`config.mk`:
```
export PLATFORM = sky130hd
export DESIGN_NAME = syslog_header_parser_top
export DESIGN_NICKNAME = d
export VERILOG_FILES = /design/src/rtl/sysl_pkg.sv /design/src/rtl/syslog_header_parser_top.sv /design/src/rtl/sysl_front.sv /design/src/rtl/sysl_fifo.sv /design/src/rtl/sysl_back.sv
export VERILOG_INCLUDE_DIRS = /design/src /design/src/rtl
export SDC_FILE = /design/constraint.sdc
export NUM_CORES = 1
export LEC_CHECK = 0
export ABC_AREA = 1
export BUFFER_PORTS_ARGS = -buffer_cell sky130_fd_sc_hd__buf_2
export CORE_UTILIZATION = 35
export CTS_CLUSTER_SIZE = 40
export DETAILED_ROUTE_END_ITERATION = 10
export SYNTH_ARGS = -nofsm -noshare
export SYNTH_HDL_FRONTEND = slang
export SYNTH_HIERARCHICAL = 1
export SYNTH_SLANG_ARGS = --single-unit
```
`constraint.sdc`:
```
create_clock -name clk -period 3.62 [get_ports clk]
set_clock_uncertainty 0.05 [all_clocks]
set_input_delay 0.543 -clock clk [delete_from_list [all_inputs] [get_ports clk]]
set_output_delay 0.543 -clock clk [all_outputs]
set_load 0.1 [all_outputs]
```
`src/rtl/assert_macros.svh`:
```
// Assertion macros used by the parser top level.
`ifndef ASSERT_MACROS_SVH
`define ASSERT_MACROS_SVH
`ifndef SYNTH
// Concurrent implication checked at every clock edge outside reset.
`define ASSERT_IMP(name, clk, rst, ante, cons) \
  name: assert property (@(posedge clk) disable iff (rst) (ante) |-> (cons)) \
    else $error("assertion failed");
// Consequent checked in the cycle after the antecedent.
`define ASSERT_NEXT(name, clk, rst, ante, cons) \
  name: assert property (@(posedge clk) disable iff (rst) (ante) |=> (cons)) \
    else $error("assertion failed");
`else
`define ASSERT_IMP(name, clk, rst, ante, cons)
`define ASSERT_NEXT(name, clk, rst, ante, cons)
`endif
`endif

```
`src/rtl/sysl_pkg.sv`:
```
// Types and constants of the syslog header parser.
package sysl_pkg;

  localparam int TEXT_CAP_DEF = 604;
  localparam int FIFO_DEPTH   = 4;

  localparam logic [7:0] CH_NUL   = 8'h00;
  localparam logic [7:0] CH_SPACE = 8'h20;
  localparam logic [7:0] CH_COLON = 8'h3A;
  localparam logic [7:0] CH_LT    = 8'h3C;
  localparam logic [7:0] CH_GT    = 8'h3E;
  localparam logic [7:0] CH_CARET = 8'h5E;
  localparam logic [7:0] CH_ZERO  = 8'h30;
  localparam logic [7:0] CH_NINE  = 8'h39;
  localparam logic [7:0] CTRL_LIM = 8'h20;
  localparam logic [7:0] ESC_FLIP = 8'h40;
  localparam int         HDR_LEN  = 16;

  typedef enum logic [1:0] {
    PH_START  = 2'd0,
    PH_DIGITS = 2'd1,
    PH_TEXT   = 2'd2,
    PH_DONE   = 2'd3
  } sysl_phase_t;

  typedef enum logic [2:0] {
    SEC_TS   = 3'd0,
    SEC_SEP  = 3'd1,
    SEC_HOST = 3'd2,
    SEC_TAG  = 3'd3,
    SEC_BODY = 3'd4,
    SEC_SEP2 = 3'd5
  } sysl_sec_t;

  // One classified input item queued for the output side.
  typedef struct packed {
    logic [7:0] ch;      // raw byte
    logic       valid;   // item carries text
    logic       esc;     // control byte, emit as escape pair
    logic       lt15a;   // first char position below 15
    logic       lt15b;   // second char position below 15
    logic       last;    // last item of the line
    logic       hdr_ok;  // header verdict at line end
    logic [9:0] pri;     // priority at line end
  } sysl_entry_t;

endpackage

```
`src/rtl/syslog_header_parser_top.sv`:
```
// Syslog header parser: takes one log line a byte at a time and sends out
// the escaped text, each byte tagged with its header section. Control bytes
// below 0x20 leave as a caret pair, so one input byte gives at most two
// results. The front end takes a byte every cycle while its four-entry queue
// has room; the output side sends one result per cycle while the queue holds
// an entry and the receiver is ready. The last result of a line (tlast)
// carries the header verdict, facility and severity; a line with no text
// gives a single result with tuser bit 0 clear.
module syslog_header_parser_top import sysl_pkg::*; #(
  parameter int TEXT_CAP = TEXT_CAP_DEF
) (
  input  logic        clk,
  input  logic        rst,
  input  logic        s_axis_tvalid,
  output logic        s_axis_tready,
  input  logic [7:0]  s_axis_tdata,   // [7:0] in_byte
  input  logic        s_axis_tlast,   // in_last
  output logic        m_axis_tvalid,
  input  logic        m_axis_tready,
  output logic [23:0] m_axis_tdata,   // [7:0] out_byte, [8] header_ok,
                                      // [15:9] facility, [18:16] severity, rest 0
  output logic [3:0]  m_axis_tuser,   // [0] byte_valid, [3:1] section
  output logic        m_axis_tlast    // line_end
);

`include "assert_macros.svh"

  sysl_entry_t push_entry, head;
  logic        push, push_ready, pop, head_valid;
  logic [7:0]  out_byte;
  logic        byte_valid, line_end, header_ok;
  logic [2:0]  section, severity;
  logic [6:0]  facility;

  sysl_front #(.TEXT_CAP(TEXT_CAP)) u_front (
    .clk        (clk),
    .rst        (rst),
    .in_valid   (s_axis_tvalid),
    .in_ready   (s_axis_tready),
    .in_byte    (s_axis_tdata),
    .in_last    (s_axis_tlast),
    .push       (push),
    .push_entry (push_entry),
    .push_ready (push_ready)
  );

  sysl_fifo u_fifo (
    .clk        (clk),
    .rst        (rst),
    .push       (push),
    .push_entry (push_entry),
    .push_ready (push_ready),
    .pop        (pop),
    .head_valid (head_valid),
    .head       (head)
  );

  sysl_back u_back (
    .clk        (clk),
    .rst        (rst),
    .head_valid (head_valid),
    .head       (head),
    .pop        (pop),
    .out_valid  (m_axis_tvalid),
    .out_ready  (m_axis_tready),
    .out_byte   (out_byte),
    .byte_valid (byte_valid),
    .section    (section),
    .line_end   (line_end),
    .header_ok  (header_ok),
    .facility   (facility),
    .severity   (severity)
  );

  assign m_axis_tdata = {5'd0, severity, facility, header_ok, out_byte};
  assign m_axis_tuser = {section, byte_valid};
  assign m_axis_tlast = line_end;

  `ASSERT_IMP(a_empty_is_end, clk, rst, m_axis_tvalid && !m_axis_tuser[0], m_axis_tlast)
  `ASSERT_IMP(a_summary_zero, clk, rst, m_axis_tvalid && !m_axis_tlast, m_axis_tdata[18:8] == 11'd0)
  `ASSERT_IMP(a_section_range, clk, rst, m_axis_tvalid, m_axis_tuser[3:1] <= 3'd4)
  `ASSERT_NEXT(a_pop_fills_out, clk, rst, pop, m_axis_tvalid)

endmodule

```
`src/rtl/sysl_front.sv`:
```
// Front end: prefix parsing, priority, text count, header check, queue push.
module sysl_front import sysl_pkg::*; #(
  parameter int TEXT_CAP = TEXT_CAP_DEF
) (
  input  logic        clk,
  input  logic        rst,
  input  logic        in_valid,
  output logic        in_ready,
  input  logic [7:0]  in_byte,
  input  logic        in_last,
  output logic        push,
  output sysl_entry_t push_entry,
  input  logic        push_ready
);

  localparam int CW = $clog2(TEXT_CAP + 2);

  sysl_phase_t   phase, phase_next;
  logic [9:0]    pri, pri_next;
  logic [CW-1:0] count, count_next;
  logic          match, match_next;

  logic       acc, is_digit, take, stop, emit, esc, fail;
  logic [3:0] digit;

  function automatic logic bad_char(input logic [7:0] ch, input logic [CW-1:0] pos);
    logic r;
    r = 1'b0;
    if (pos == CW'(3) || pos == CW'(6) || pos == CW'(15)) r = (ch != CH_SPACE);
    else if (pos == CW'(9) || pos == CW'(12)) r = (ch != CH_COLON);
    return r;
  endfunction

  assign in_ready = push_ready;
  assign acc      = in_valid && in_ready;
  assign is_digit = (in_byte >= CH_ZERO) && (in_byte <= CH_NINE);
  assign digit    = 4'(in_byte - CH_ZERO);
  assign esc      = in_byte < CTRL_LIM;
  assign stop     = (in_byte == CH_NUL) || (count >= CW'(TEXT_CAP));
  assign take     = (phase == PH_START && in_byte != CH_LT) ||
                    (phase == PH_DIGITS && !is_digit && in_byte != CH_GT) ||
                    (phase == PH_TEXT);
  assign emit     = take && !stop;

  // next phase
  always_comb begin
    phase_next = phase;
    unique case (phase)
      PH_START: begin
        if (in_byte == CH_LT) phase_next = PH_DIGITS;
        else phase_next = stop ? PH_DONE : PH_TEXT;
      end
      PH_DIGITS: begin
        if (is_digit) phase_next = PH_DIGITS;
        else if (in_byte == CH_GT) phase_next = PH_TEXT;
        else phase_next = stop ? PH_DONE : PH_TEXT;
      end
      PH_TEXT: phase_next = stop ? PH_DONE : PH_TEXT;
      PH_DONE: phase_next = PH_DONE;
      default: phase_next = PH_START;
    endcase
  end

  // datapath
  always_comb begin
    pri_next = pri;
    if (phase == PH_START && in_byte == CH_LT) pri_next = '0;
    else if (phase == PH_DIGITS && is_digit)
      pri_next = 10'((pri << 3) + (pri << 1) + {6'd0, digit});

    fail = 1'b0;
    if (emit) begin
      if (esc) fail = bad_char(CH_CARET, count) || bad_char(in_byte ^ ESC_FLIP, count + 1'b1);
      else fail = bad_char(in_byte, count);
    end
    match_next = match && !fail;
    count_next = emit ? (esc ? count + CW'(2) : count + CW'(1)) : count;

    push_entry.ch     = in_byte;
    push_entry.valid  = emit;
    push_entry.esc    = emit && esc;
    push_entry.lt15a  = count < CW'(15);
    push_entry.lt15b  = count < CW'(14);
    push_entry.last   = in_last;
    push_entry.hdr_ok = match_next && (count_next >= CW'(HDR_LEN));
    push_entry.pri    = pri_next;
  end

  assign push = acc && (emit || in_last);

  always_ff @(posedge clk) begin
    if (rst) begin
      phase <= PH_START;
      pri   <= '0;
      count <= '0;
      match <= 1'b1;
    end else if (acc) begin
      if (in_last) begin
        // restart for the next line
        phase <= PH_START;
        pri   <= '0;
        count <= '0;
        match <= 1'b1;
      end else begin
        phase <= phase_next;
        pri   <= pri_next;
        count <= count_next;
        match <= match_next;
      end
    end
  end

endmodule

```
`src/rtl/sysl_fifo.sv`:
```
// Short queue between front end and output side.
module sysl_fifo import sysl_pkg::*; (
  input  logic        clk,
  input  logic        rst,
  input  logic        push,
  input  sysl_entry_t push_entry,
  output logic        push_ready,
  input  logic        pop,
  output logic        head_valid,
  output sysl_entry_t head
);

  localparam int AW = $clog2(FIFO_DEPTH);
  localparam int NW = $clog2(FIFO_DEPTH + 1);

  sysl_entry_t   mem [FIFO_DEPTH];
  logic [AW-1:0] wr_ptr, rd_ptr;
  logic [NW-1:0] fill;
  logic          do_push, do_pop;

  assign push_ready = fill != NW'(FIFO_DEPTH);
  assign head_valid = fill != '0;
  assign head       = mem[rd_ptr];
  assign do_push    = push && push_ready;
  assign do_pop     = pop && head_valid;

  always_ff @(posedge clk) begin
    if (do_push) mem[wr_ptr] <= push_entry;
  end

  always_ff @(posedge clk) begin
    if (rst) begin
      wr_ptr <= '0;
      rd_ptr <= '0;
      fill   <= '0;
    end else begin
      if (do_push) wr_ptr <= (wr_ptr == AW'(FIFO_DEPTH - 1)) ? '0 : wr_ptr + 1'b1;
      if (do_pop)  rd_ptr <= (rd_ptr == AW'(FIFO_DEPTH - 1)) ? '0 : rd_ptr + 1'b1;
      if (do_push && !do_pop) fill <= fill + 1'b1;
      else if (do_pop && !do_push) fill <= fill - 1'b1;
    end
  end

endmodule

```
`src/rtl/sysl_back.sv`:
```
// Output side: escape expansion, section tagging, output register.
module sysl_back import sysl_pkg::*; (
  input  logic        clk,
  input  logic        rst,
  input  logic        head_valid,
  input  sysl_entry_t head,
  output logic        pop,
  output logic        out_valid,
  input  logic        out_ready,
  output logic [7:0]  out_byte,
  output logic        byte_valid,
  output logic [2:0]  section,
  output logic        line_end,
  output logic        header_ok,
  output logic [6:0]  facility,
  output logic [2:0]  severity
);

  sysl_sec_t  fsec, fsec_next, sec;
  logic       half, load, is_end, lt15, sp;
  logic [7:0] ch;

  assign load   = head_valid && (!out_valid || out_ready);
  assign ch     = head.esc ? (half ? (head.ch ^ ESC_FLIP) : CH_CARET) : head.ch;
  assign lt15   = half ? head.lt15b : head.lt15a;
  assign is_end = head.last && (!head.esc || half);
  assign pop    = load && (!head.esc || half);
  assign sp     = ch == CH_SPACE;

  // section of the current char and the tracker's next value
  always_comb begin
    fsec_next = fsec;
    sec       = SEC_TS;
    if (!lt15) begin
      unique case (fsec)
        SEC_TS: begin
          fsec_next = SEC_SEP;
          sec       = SEC_SEP;
        end
        SEC_SEP: begin
          if (!sp) fsec_next = SEC_HOST;
          sec = sp ? SEC_SEP : SEC_HOST;
        end
        SEC_HOST: begin
          if (sp) fsec_next = SEC_SEP2;
          sec = sp ? SEC_SEP : SEC_HOST;
        end
        SEC_SEP2: begin
          if (sp) sec = SEC_SEP;
          else begin
            fsec_next = (ch == CH_COLON) ? SEC_BODY : SEC_TAG;
            sec       = fsec_next;
          end
        end
        SEC_TAG: begin
          if (ch == CH_COLON) fsec_next = SEC_BODY;
          sec = fsec_next;
        end
        default: begin
          fsec_next = SEC_BODY;
          sec       = SEC_BODY;
        end
      endcase
    end
  end

  always_ff @(posedge clk) begin
    if (rst) begin
      out_valid <= 1'b0;
      half      <= 1'b0;
      fsec      <= SEC_TS;
    end else if (load) begin
      out_valid <= 1'b1;
      half      <= head.esc && !half;
      if (is_end) fsec <= SEC_TS;
      else if (head.valid) fsec <= fsec_next;
    end else if (out_ready) begin
      out_valid <= 1'b0;
    end
  end

  always_ff @(posedge clk) begin
    if (load) begin
      out_byte   <= head.valid ? ch : 8'h00;
      byte_valid <= head.valid;
      section    <= head.valid ? 3'(sec) : 3'(SEC_TS);
      line_end   <= is_end;
      header_ok  <= is_end && head.hdr_ok;
      facility   <= is_end ? head.pri[9:3] : 7'd0;
      severity   <= is_end ? head.pri[2:0] : 3'd0;
    end
  end

endmodule

```
==> results of run 1 <==
-- Yosys cell counts, types with 10 or more instances --
library cell,count
nand2_1,182
edfxtp_1,120
nor2_1,100
inv_1,95
nand3_1,62
o21ai_0,61
a21oi_1,38
dfxtp_1,37
ha_1,26
nor2_2,23
buf_4,20
o22ai_2,20
buf_2,14
inv_2,10
nand4_1,10
-- area by class of cell --
cell class | instances | area [sq um]
fill | 2208 | 13680
inverter | 105 | 394.1
tap | 313 | 391.6
multi-input combinational | 600 | 3272
sequential | 157 | 4344
clock inverter | 15 | 116.4
clock buffer | 17 | 425.4
timing repair buffer | 52 | 295.3
-- per-layer routing --
metal	part of all wire	vias to the layer above	track usage
met5	0	-	0
met4	0.013	0	0.05229
met3	0.034	21	0.02389
met2	0.48	126	0.2594
met1	0.47	2801	0.1951
li1	-	3077	-
-- cells in the final DEF (no fill, tap or decap), types with 2 or more instances in the layout --
master	count
nand2_4	3
clkinv_1	2
inv_2	10
clkbuf_16	17
o21ai_1	8
nand3_1	62
buf_2	38
clkinvlp_4	3
fa_1	3
xnor2_1	2
nor2_1	96
dfxtp_1	37
a21oi_1	38
clkinv_4	5
nand2_1	182
o21ai_0	61
a211oi_1	2
edfxtp_1	120
ha_1	26
conb_1	5
nand3b_1	2
nor2_4	4
o21bai_1	2
nand3_2	5
nor3_1	8
nand2_2	9
buf_4	14
inv_1	95
o22ai_1	7
o22ai_2	20
nand4_1	10
xor2_1	6
inv_6	3
nor2_2	27
a21oi_2	4
-- power by group through the flow --
| stage | Sequential (mW) | Clock (mW) | Combinational, mW |
|---|---|---|---|
| finish | 2.52 | 1.63 | 3.38 |
| global route | 2.56 | 1.75 | 3.70 |
| CTS | 2.53 | 1.67 | 3.42 |
| detailed placement | 2.57 | 0 | 3.41 |
| global placement | 2.57 | 0 | 3.39 |
| floorplan | 3.52 | 0 | 1.85 |
-- flip-flops by register name, summed over array words and instances (netlist names), 3 cells and up, named ones only --
register / flops
u_back/facility: 7
u_front/count: 10
u_back/out_byte: 8
u_back/section: 3
u_back/severity: 3
u_front/pri: 10
u_fifo/mem: 96
u_back/fsec: 3
u_fifo/fill: 3
-- through the flow --
step                instance area [sq um]  utilization  std cells
finish                               9239       0.4032       1259
global route                         9239       0.4032       1259
CTS                                  9239       0.4032       1259
detailed placement                   8697       0.3795       1227
global placement                     8697       0.3795       1227
floorplan                            8303            -        908
-- how the worst max path moves through the flow --
stage / start / endpoint / slack, ns / depth (start not counted)
2_1_floorplan: s_axis_tdata[7] / u_fifo/mem[3][0]$_DFFE_PP_ / 0.56 / 11
3_3_place_gp: s_axis_tdata[3] / u_fifo/fill[2]$_SDFFE_PP0P_ / 0.63 / 18
3_5_place_dp: s_axis_tdata[3] / u_fifo/fill[2]$_SDFFE_PP0P_ / 0.58 / 18
4_1_cts: flip-flop / u_fifo/fill[2]$_SDFFE_PP0P_ / 0.86 / 16
5_1_grt: flip-flop / u_fifo/fill[2]$_SDFFE_PP0P_ / 0.58 / 16
6_report: flip-flop / u_fifo/fill[2]$_SDFFE_PP0P_ / 0.87 / 16
-- critical path: stages (launching register included) --
cell,delay (ns)
dfxtp_1,0.40
buf_4,0.34
nor2_1,0.11
o22ai_2,0.23
nand2_4,0.14
inv_1,0.16
nor2_1,0.11
nand2_1,0.15
ha_1,0.18
inv_1,0.07
fa_1,0.38
inv_1,0.06
nand2_1,0.06
nand3_1,0.07
nand2_1,0.05
inv_1,0.05
nor2_1,0.03
-- cells by family (layout without fill, tap and decap cells) --
logic type | count (synthesis) | count (layout)
other cells | 1 | 5
fa+ha+maj | 29 | 29
simple gates | 412 | 412
xor+xnor | 8 | 8
compound gates | 146 | 146
buf+inv | 151 | 189
flops | 157 | 157
==> results.json, run 1 <==
{
  "status": "completed",
  "synth-xor-area-share": 0.008454,
  "postSynth.asyncResetShare": 0,
  "synth_area_leaders": "edfxtp_1 (43%), dfxtp_1 (8.9%), nand2_1 (8.2%), nor2_1 (4.5%), inv_1 (4.3%)",
  "core_sq_um": 22920,
  "die_h_microns": 155.9,
  "final_antenna_net_count": 0,
  "hold_viol": 0,
  "crit_path_end_kind": "flip-flop",
  "maxSlewViolCount": 0,
  "grt_pass1_vias": 5700,
  "wl_per_cell_microns": 13.83,
  "fmax_ghz": 0.3636,
  "criticalPathCategory": "reg -> reg",
  "yosysSeqAreaShare": 0.5242,
  "p_clk_frac": 0.216,
  "cts_tree": "done",
  "gr-total-overflow": 0,
  "max_slew_margin": 0.3365,
  "initial_core_util": 0.3617,
  "worst-r2r-setup-slack_ns": 0.87,
  "drt-vias-per-instance": 4.786,
  "vias": 6025,
  "dp_hpwl_mm": 12.02,
  "grt_start_max_net_pins": 34,
  "hold_slack_ns": 0.3021,
  "combPwrFrac": 0.449,
  "clock_latency_ns": 0.42,
  "diodes": 0,
  "peakVddDrop_uv": 550.7,
  "postCtsSetupBuffers": 0,
  "fin_nets": 975,
  "internal_power_mw": 4.066,
  "ys_warn_count": 6,
  "antenna_found_initial": 0,
  "wirelength_mm": 17.41,
  "worstPathMaxFanout": 33,
  "synth_top_family_by_area": "simple AND/OR/NAND/NOR gates",
  "path_clk_slew_ns": 0.06,
  "synthAdderAreaFrac": 0.04650,
  "first_iter_violations": 529,
  "synth_compound_area_frac": 0.1125,
  "synth_top_area_share": 0.4348,
  "rows": 55,
  "min_path_type": "in -> reg",
  "htree_levels": 4,
  "ctsHoldBuffers": 0,
  "clock-sinks": 157,
  "gp_congestion": 0.8545,
  "power_density_nw_per_um2": 815.7,
  "syn_area_per_cell_sq_um": 9.168,
  "fin_ws_ns": 0.8699,
  "hold_end": "u_fifo/mem[0][23]$_DFFE_PP_",
  "grtUsageTotal": 0.1520,
  "area_growth_pct": 11.47,
  "cts-buffers-inserted": 17,
  "synth_cell_types": 40,
  "start_kind": "flip-flop",
  "die_area_sq_um": 24300,
  "fin_crit_sh": 0.7597,
  "setup-tns-final_ns": 0,
  "place_ws_ns": 0.5790,
  "r2r_cells": 16,
  "fp.dieW_microns": 155.9,
  "ys.flop_type": "edfxtp_1",
  "syn_inst": 904,
  "post_cts_resized": 0,
  "r2r_end": "u_fifo/fill[2]$_SDFFE_PP0P_",
  "yosys_register_bits": 157,
  "p_switching_mw": 3.470,
  "io_pins": 44,
  "tightestPinTransition_ns": 0.9941,
  "worstHoldStart": "s_axis_tdata[7]",
  "yosysTopAreaCell": "edfxtp_1",
  "yosys.area_share.simple": 0.2239,
  "syn_area_sq_um": 8288,
  "drc": 0,
  "synth_enable_flop_cells": 120,
  "p_seq_frac": 0.335,
  "rsz0062_at_grt": "no",
  "switching_share": 0.4605,
  "first_pass_iters": 5,
  "cts-root-buf": "clkbuf_16",
  "synthMuxAreaShare": 0,
  "p_leak_nw": 3.748,
  "grt_pass1_wl_mm": 28.78,
  "io_buffers": 38,
  "min_path_cells": 1,
  "cp.arrival_ns": 3.01,
  "setup-violations-final": 0,
  "drv_cap": 0,
  "cts_buffer_depth": 2,
  "total_power_mw": 7.536,
  "drive_gt1_frac": 0.1776,
  "crit_required_ns": 3.88,
  "period_needed_ns": 2.750
}
Power figures use the tool's default switching activity.
==> run 2, diff against run 1 <==
==> constraint.sdc (replaced) <==
create_clock -name clk -period 2.58 [get_ports clk]
set_clock_uncertainty 0.05 [all_clocks]
set_input_delay 0.387 -clock clk [delete_from_list [all_inputs] [get_ports clk]]
set_output_delay 0.387 -clock clk [all_outputs]
set_load 0.1 [all_outputs]
==> results.json, run 2 (synthesized netlist as in run 1, its figures left out) <==
{
  "mostFrequentLayoutCell": "nand2_1",
  "cts_buffer_depth": 2,
  "cp-startpoint": "u_front/pri[0]$_SDFFE_PP0P_",
  "vias": 6180,
  "io_buffers": 38,
  "first_pass_iters": 5,
  "drc": 0,
  "clock-sinks": 157,
  "die_h_microns": 155.9,
  "drive_gt1_frac": 0.2125,
  "setup-violations-final": 0,
  "max_slew_margin": 0.6038,
  "final_antenna_net_count": 0,
  "wirelength_mm": 17.54,
  "gp_congestion": 0.8370,
  "drt-vias-per-instance": 4.783,
  "fin_nets": 1008,
  "cts_tree": "done",
  "grt_pass1_vias": 5698,
  "rows": 55,
  "r2r_end": "u_front/pri[8]$_SDFFE_PP0P_",
  "hold_viol": 0,
  "largestRegisters": "u_fifo/mem x96, u_front/count x10, u_front/pri x10",
  "cts-root-buf": "clkbuf_16",
  "layout_common_cells": "nand2_1 (182), edfxtp_1 (120), inv_1 (95)",
  "die_area_sq_um": 24300,
  "antenna_found_initial": 0,
  "core_sq_um": 22920,
  "r2r_cells": 13,
  "worst-r2r-setup-slack_ns": 0.22,
  "min_path_type": "in -> reg",
  "reg2reg_from": "u_front/pri[0]$_SDFFE_PP0P_",
  "hold_slack_ns": 0.1856,
  "initial_core_util": 0.3617,
  "total_power_mw": 10.77,
  "postCtsSetupBuffers": 0,
  "cts-buffers-inserted": 17,
  "clock_latency_ns": 0.42,
  "p_leak_nw": 3.938,
  "setup-tns-final_ns": 0,
  "diodes": 0,
  "worstSetupEndpoint": "u_front/pri[8]$_SDFFE_PP0P_",
  "peakVddDrop_uv": 675.0,
  "largest_reg_flops": 96,
  "first_iter_violations": 374,
  "area_growth_pct": 15.38,
  "worstPathMaxFanout": 5,
  "grt_start_max_net_pins": 41,
  "grt_pass1_wl_mm": 28.57,
  "crit_required_ns": 2.88,
  "criticalPathCategory": "reg -> reg",
  "ctsHoldBuffers": 0,
  "fp.dieW_microns": 155.9,
  "status": "completed",
  "min_path_cells": 4,
  "fmax_ghz": 0.4240,
  "io_pins": 44,
  "htree_levels": 4,
  "tightestPinTransition_ns": 0.5943,
  "gr-total-overflow": 0,
  "period_needed_ns": 2.358,
  "drv_cap": 0,
  "final_util": 0.4173,
  "grtUsageTotal": 0.1523,
  "post_cts_resized": 0,
  "fin_crit_sh": 0.9141,
  "power_density_nw_per_um2": 1127,
  "cp.arrival_ns": 2.66,
  "dp_hpwl_mm": 12.37,
  "start_kind": "flip-flop",
  "crit_path_end_kind": "flip-flop",
  "regMostFlops": "u_fifo/mem",
  "rsz0062_at_grt": "no",
  "path_clk_slew_ns": 0.07,
  "wl_per_cell_microns": 13.57,
  "maxSlewViolCount": 0
}
-- run 2: cell types whose count changed in the layout (fill, tap and decap cells not counted), sizes merged --
cell      previous run  this run
clkinv               8         7
clkinvlp             3         2
inv                109       111
buf                 52        85
-- run 2: how the worst min path moves through the flow --
stage                                start  slack (ns)                             to
2_1_floorplan   u_front/match$_SDFFE_PP1P_        0.39     u_front/match$_SDFFE_PP1P_
3_3_place_gp    u_front/match$_SDFFE_PP1P_        0.40     u_front/match$_SDFFE_PP1P_
3_5_place_dp   u_front/pri[9]$_SDFFE_PP0P_        0.40    u_front/pri[9]$_SDFFE_PP0P_
4_1_cts                      m_axis_tready        0.17  u_back/out_valid$_SDFFE_PP0P_
5_1_grt                      m_axis_tready        0.20  u_back/out_valid$_SDFFE_PP0P_
6_report                     m_axis_tready        0.19  u_back/out_valid$_SDFFE_PP0P_
-- run 2: critical path, stage by stage (launching register included) --
cell and delay, ns:
dfxtp_1 0.40, fa_1 0.48, fa_1 0.46, nand3_1 0.11, nand3_1 0.07, nand2_1 0.09, nand2_1 0.06, nand2_1 0.07
nand3_1 0.07, nand3_1 0.08, nand2_1 0.05, inv_1 0.12, nand2_1 0.07, a21oi_1 0.12
-- run 2: through the flow --
stage | instance area, sq um | setup slack [ns] | instances
global route | 9563 | 0.03932 | 1292
global placement | 8995 | 0.05384 | 1260
CTS | 9550 | 0.07131 | 1292
floorplan | 8303 | -0.3377 | 908
finish | 9563 | 0.2217 | 1292
detailed placement | 8995 | 0.006545 | 1260
-- run 2: where the power goes --
group	internal, mW	switching [mW]
combinational	1.22	3.69
sequential	3.38	0.170
clock	1.26	1.06
total	5.85	4.92
-- run 2: cell type report --
cell class / instances / area, sq um
timing repair buffer: 85 / 593.1
clock buffer: 17 / 425.4
sequential: 157 / 4345
inverter: 105 / 394.1
fill: 2253 / 13350
tap: 313 / 391.6
clock inverter: 15 / 130.1
multi-input combinational: 600 / 3283
-- run 2: per-layer routing --
metal / up-vias / track usage / routed length (microns)
met3: 26 / 0.03417 / 708
met1: 2867 / 0.2022 / 8174
met4: 0 / 0.05415 / 374
met2: 152 / 0.2434 / 8278
met5: - / 0 / 0
li1: 3135 / - / -
==> run 3, diff against run 2 <==
--- a/config.mk
+++ b/config.mk
@@ -11,6 +11,7 @@
 export CORE_UTILIZATION = 35
 export CTS_CLUSTER_SIZE = 40
 export DETAILED_ROUTE_END_ITERATION = 10
+export PLACE_DENSITY = 0.52
 export SYNTH_ARGS = -nofsm -noshare
 export SYNTH_HDL_FRONTEND = slang
 export SYNTH_HIERARCHICAL = 1
==> results.json, run 3 (synthesized netlist as in run 1, its figures left out) <==
{
  "grt_pass1_vias": 5790,
  "power_density_nw_per_um2": 1146,
  "largest_reg_flops": 96,
  "initial_core_util": 0.3617,
  "drc": 0,
  "crit_required_ns": 2.84,
  "fmax_ghz": 0.4270,
  "gr-total-overflow": 0,
  "crit_path_end_kind": "flip-flop",
  "path_clk_slew_ns": 0.07,
  "gp_congestion": 0.8362,
  "rsz0062_at_grt": "no",
  "worstPathMaxFanout": 7,
  "first_iter_violations": 462,
  "postCtsSetupBuffers": 0,
  "status": "completed",
  "area_growth_pct": 16.20,
  "cts-buffers-inserted": 17,
  "mostFrequentLayoutCell": "nand2_1",
  "criticalPathCategory": "reg -> reg",
  "start_kind": "flip-flop",
  "clock-sinks": 157,
  "cp.arrival_ns": 2.60,
  "diodes": 0,
  "period_needed_ns": 2.342,
  "antenna_found_initial": 0,
  "rows": 55,
  "setup-violations-final": 0,
  "p_leak_nw": 3.967,
  "layout_common_cells": "nand2_1 (182), edfxtp_1 (120), inv_1 (95)",
  "cts-root-buf": "clkbuf_16",
  "worst-r2r-setup-slack_ns": 0.24,
  "fin_nets": 1011,
  "worstSetupEndpoint": "u_fifo/fill[1]$_SDFFE_PP0P_",
  "fin_ws_ns": 0.2383,
  "final_util": 0.4203,
  "first_pass_iters": 5,
  "worstHoldStart": "rst",
  "cts_tree": "done",
  "grtUsageTotal": 0.1621,
  "r2r_cells": 12,
  "cts_buffer_depth": 2,
  "io_buffers": 38,
  "htree_levels": 4,
  "wl_per_cell_microns": 14.55,
  "fin_crit_sh": 0.9076,
  "peakVddDrop_uv": 699.8,
  "fp.dieW_microns": 155.9,
  "grt_start_max_net_pins": 30,
  "regMostFlops": "u_fifo/mem",
  "r2r_end": "u_fifo/fill[1]$_SDFFE_PP0P_",
  "dp_cells": 1263,
  "wirelength_mm": 18.84,
  "drv_cap": 0,
  "grt_pass1_wl_mm": 30.28,
  "io_pins": 44,
  "die_h_microns": 155.9,
  "vias": 6078,
  "clock_latency_ns": 0.43,
  "min_path_type": "in -> reg",
  "largestRegisters": "u_fifo/mem x96, u_front/count x10, u_front/pri x10",
  "maxSlewViolCount": 0,
  "final_antenna_net_count": 0,
  "hold_slack_ns": 0.1620,
  "die_area_sq_um": 24300,
  "drive_gt1_frac": 0.2149,
  "place_ws_ns": 0.01437,
  "core_sq_um": 22920,
  "hold_viol": 0,
  "drt-vias-per-instance": 4.693,
  "dp_hpwl_mm": 12.91,
  "instances_no_fill": 1295
}
[run 3: routing by layer]
layer / routed length [microns] / vias to the layer above / part of all wire / track usage
met1: 9119 / 2848 / 0.48 / 0.2167
li1: - / 3144 / - / -
met4: 108 / 0 / 0.0057 / 0.04715
met3: 398 / 6 / 0.021 / 0.02583
met2: 9212 / 80 / 0.49 / 0.2698
met5: 0 / - / 0 / 0
[run 3: area by class of cell]
class                   instances  area [sq um]
clock buffers                  17         425.4
clock inverters                15         176.4
fillers                      2287         13290
inverters                     105         394.1
multi-input cells             600          3281
flip-flops and latches        157          4347
well taps                     313         391.6
repair buffers                 88         615.6
[run 3: how the worst min path moves through the flow]
stage,slack [ns],depth (start not counted),end
floorplan,0.39,2,u_front/match$_SDFFE_PP1P_
global placement,0.40,2,u_front/pri[9]$_SDFFE_PP0P_
detailed placement,0.41,2,u_front/pri[9]$_SDFFE_PP0P_
CTS,0.15,2,u_back/out_valid$_SDFFE_PP0P_
global route,0.16,2,u_back/out_valid$_SDFFE_PP0P_
finish,0.16,2,u_back/out_valid$_SDFFE_PP0P_
[run 3: metrics by stage]
stage	power, mW	area, sq um	setup TNS (ns)
2_1_floorplan	7.539	8303	-32.42
3_3_place_gp	8.617	9017	0
3_5_place_dp	8.633	9017	0
4_1_cts	11.16	9619	0
5_1_grt	11.73	9630	0
6_report	11.04	9630	0
[run 3: power by group]
group          internal [mW]  leakage (nW)  total (mW)  switching, mW
Clock                   1.38         0.284        2.52           1.14
Sequential              3.37          1.44        3.54          0.170
Combinational           1.23          2.24        4.97           3.74
[run 3: repair_timing]
action / 4_1_cts / 5_1_grt
hold buffers: 0 / 0
setup endpoints to repair: 0 / 7
resized for setup: 0 / 6
[run 3: critical path, stage by stage (launching register included)]
cell	delay (ns)
dfxtp_1	0.40
inv_2	0.12
o21ai_1	0.16
o22ai_2	0.12
nand2_4	0.09
inv_1	0.07
nor2_2	0.18
nand2_1	0.13
ha_1	0.22
inv_1	0.09
fa_1	0.40
o21ai_0	0.16
nor2_1	0.05
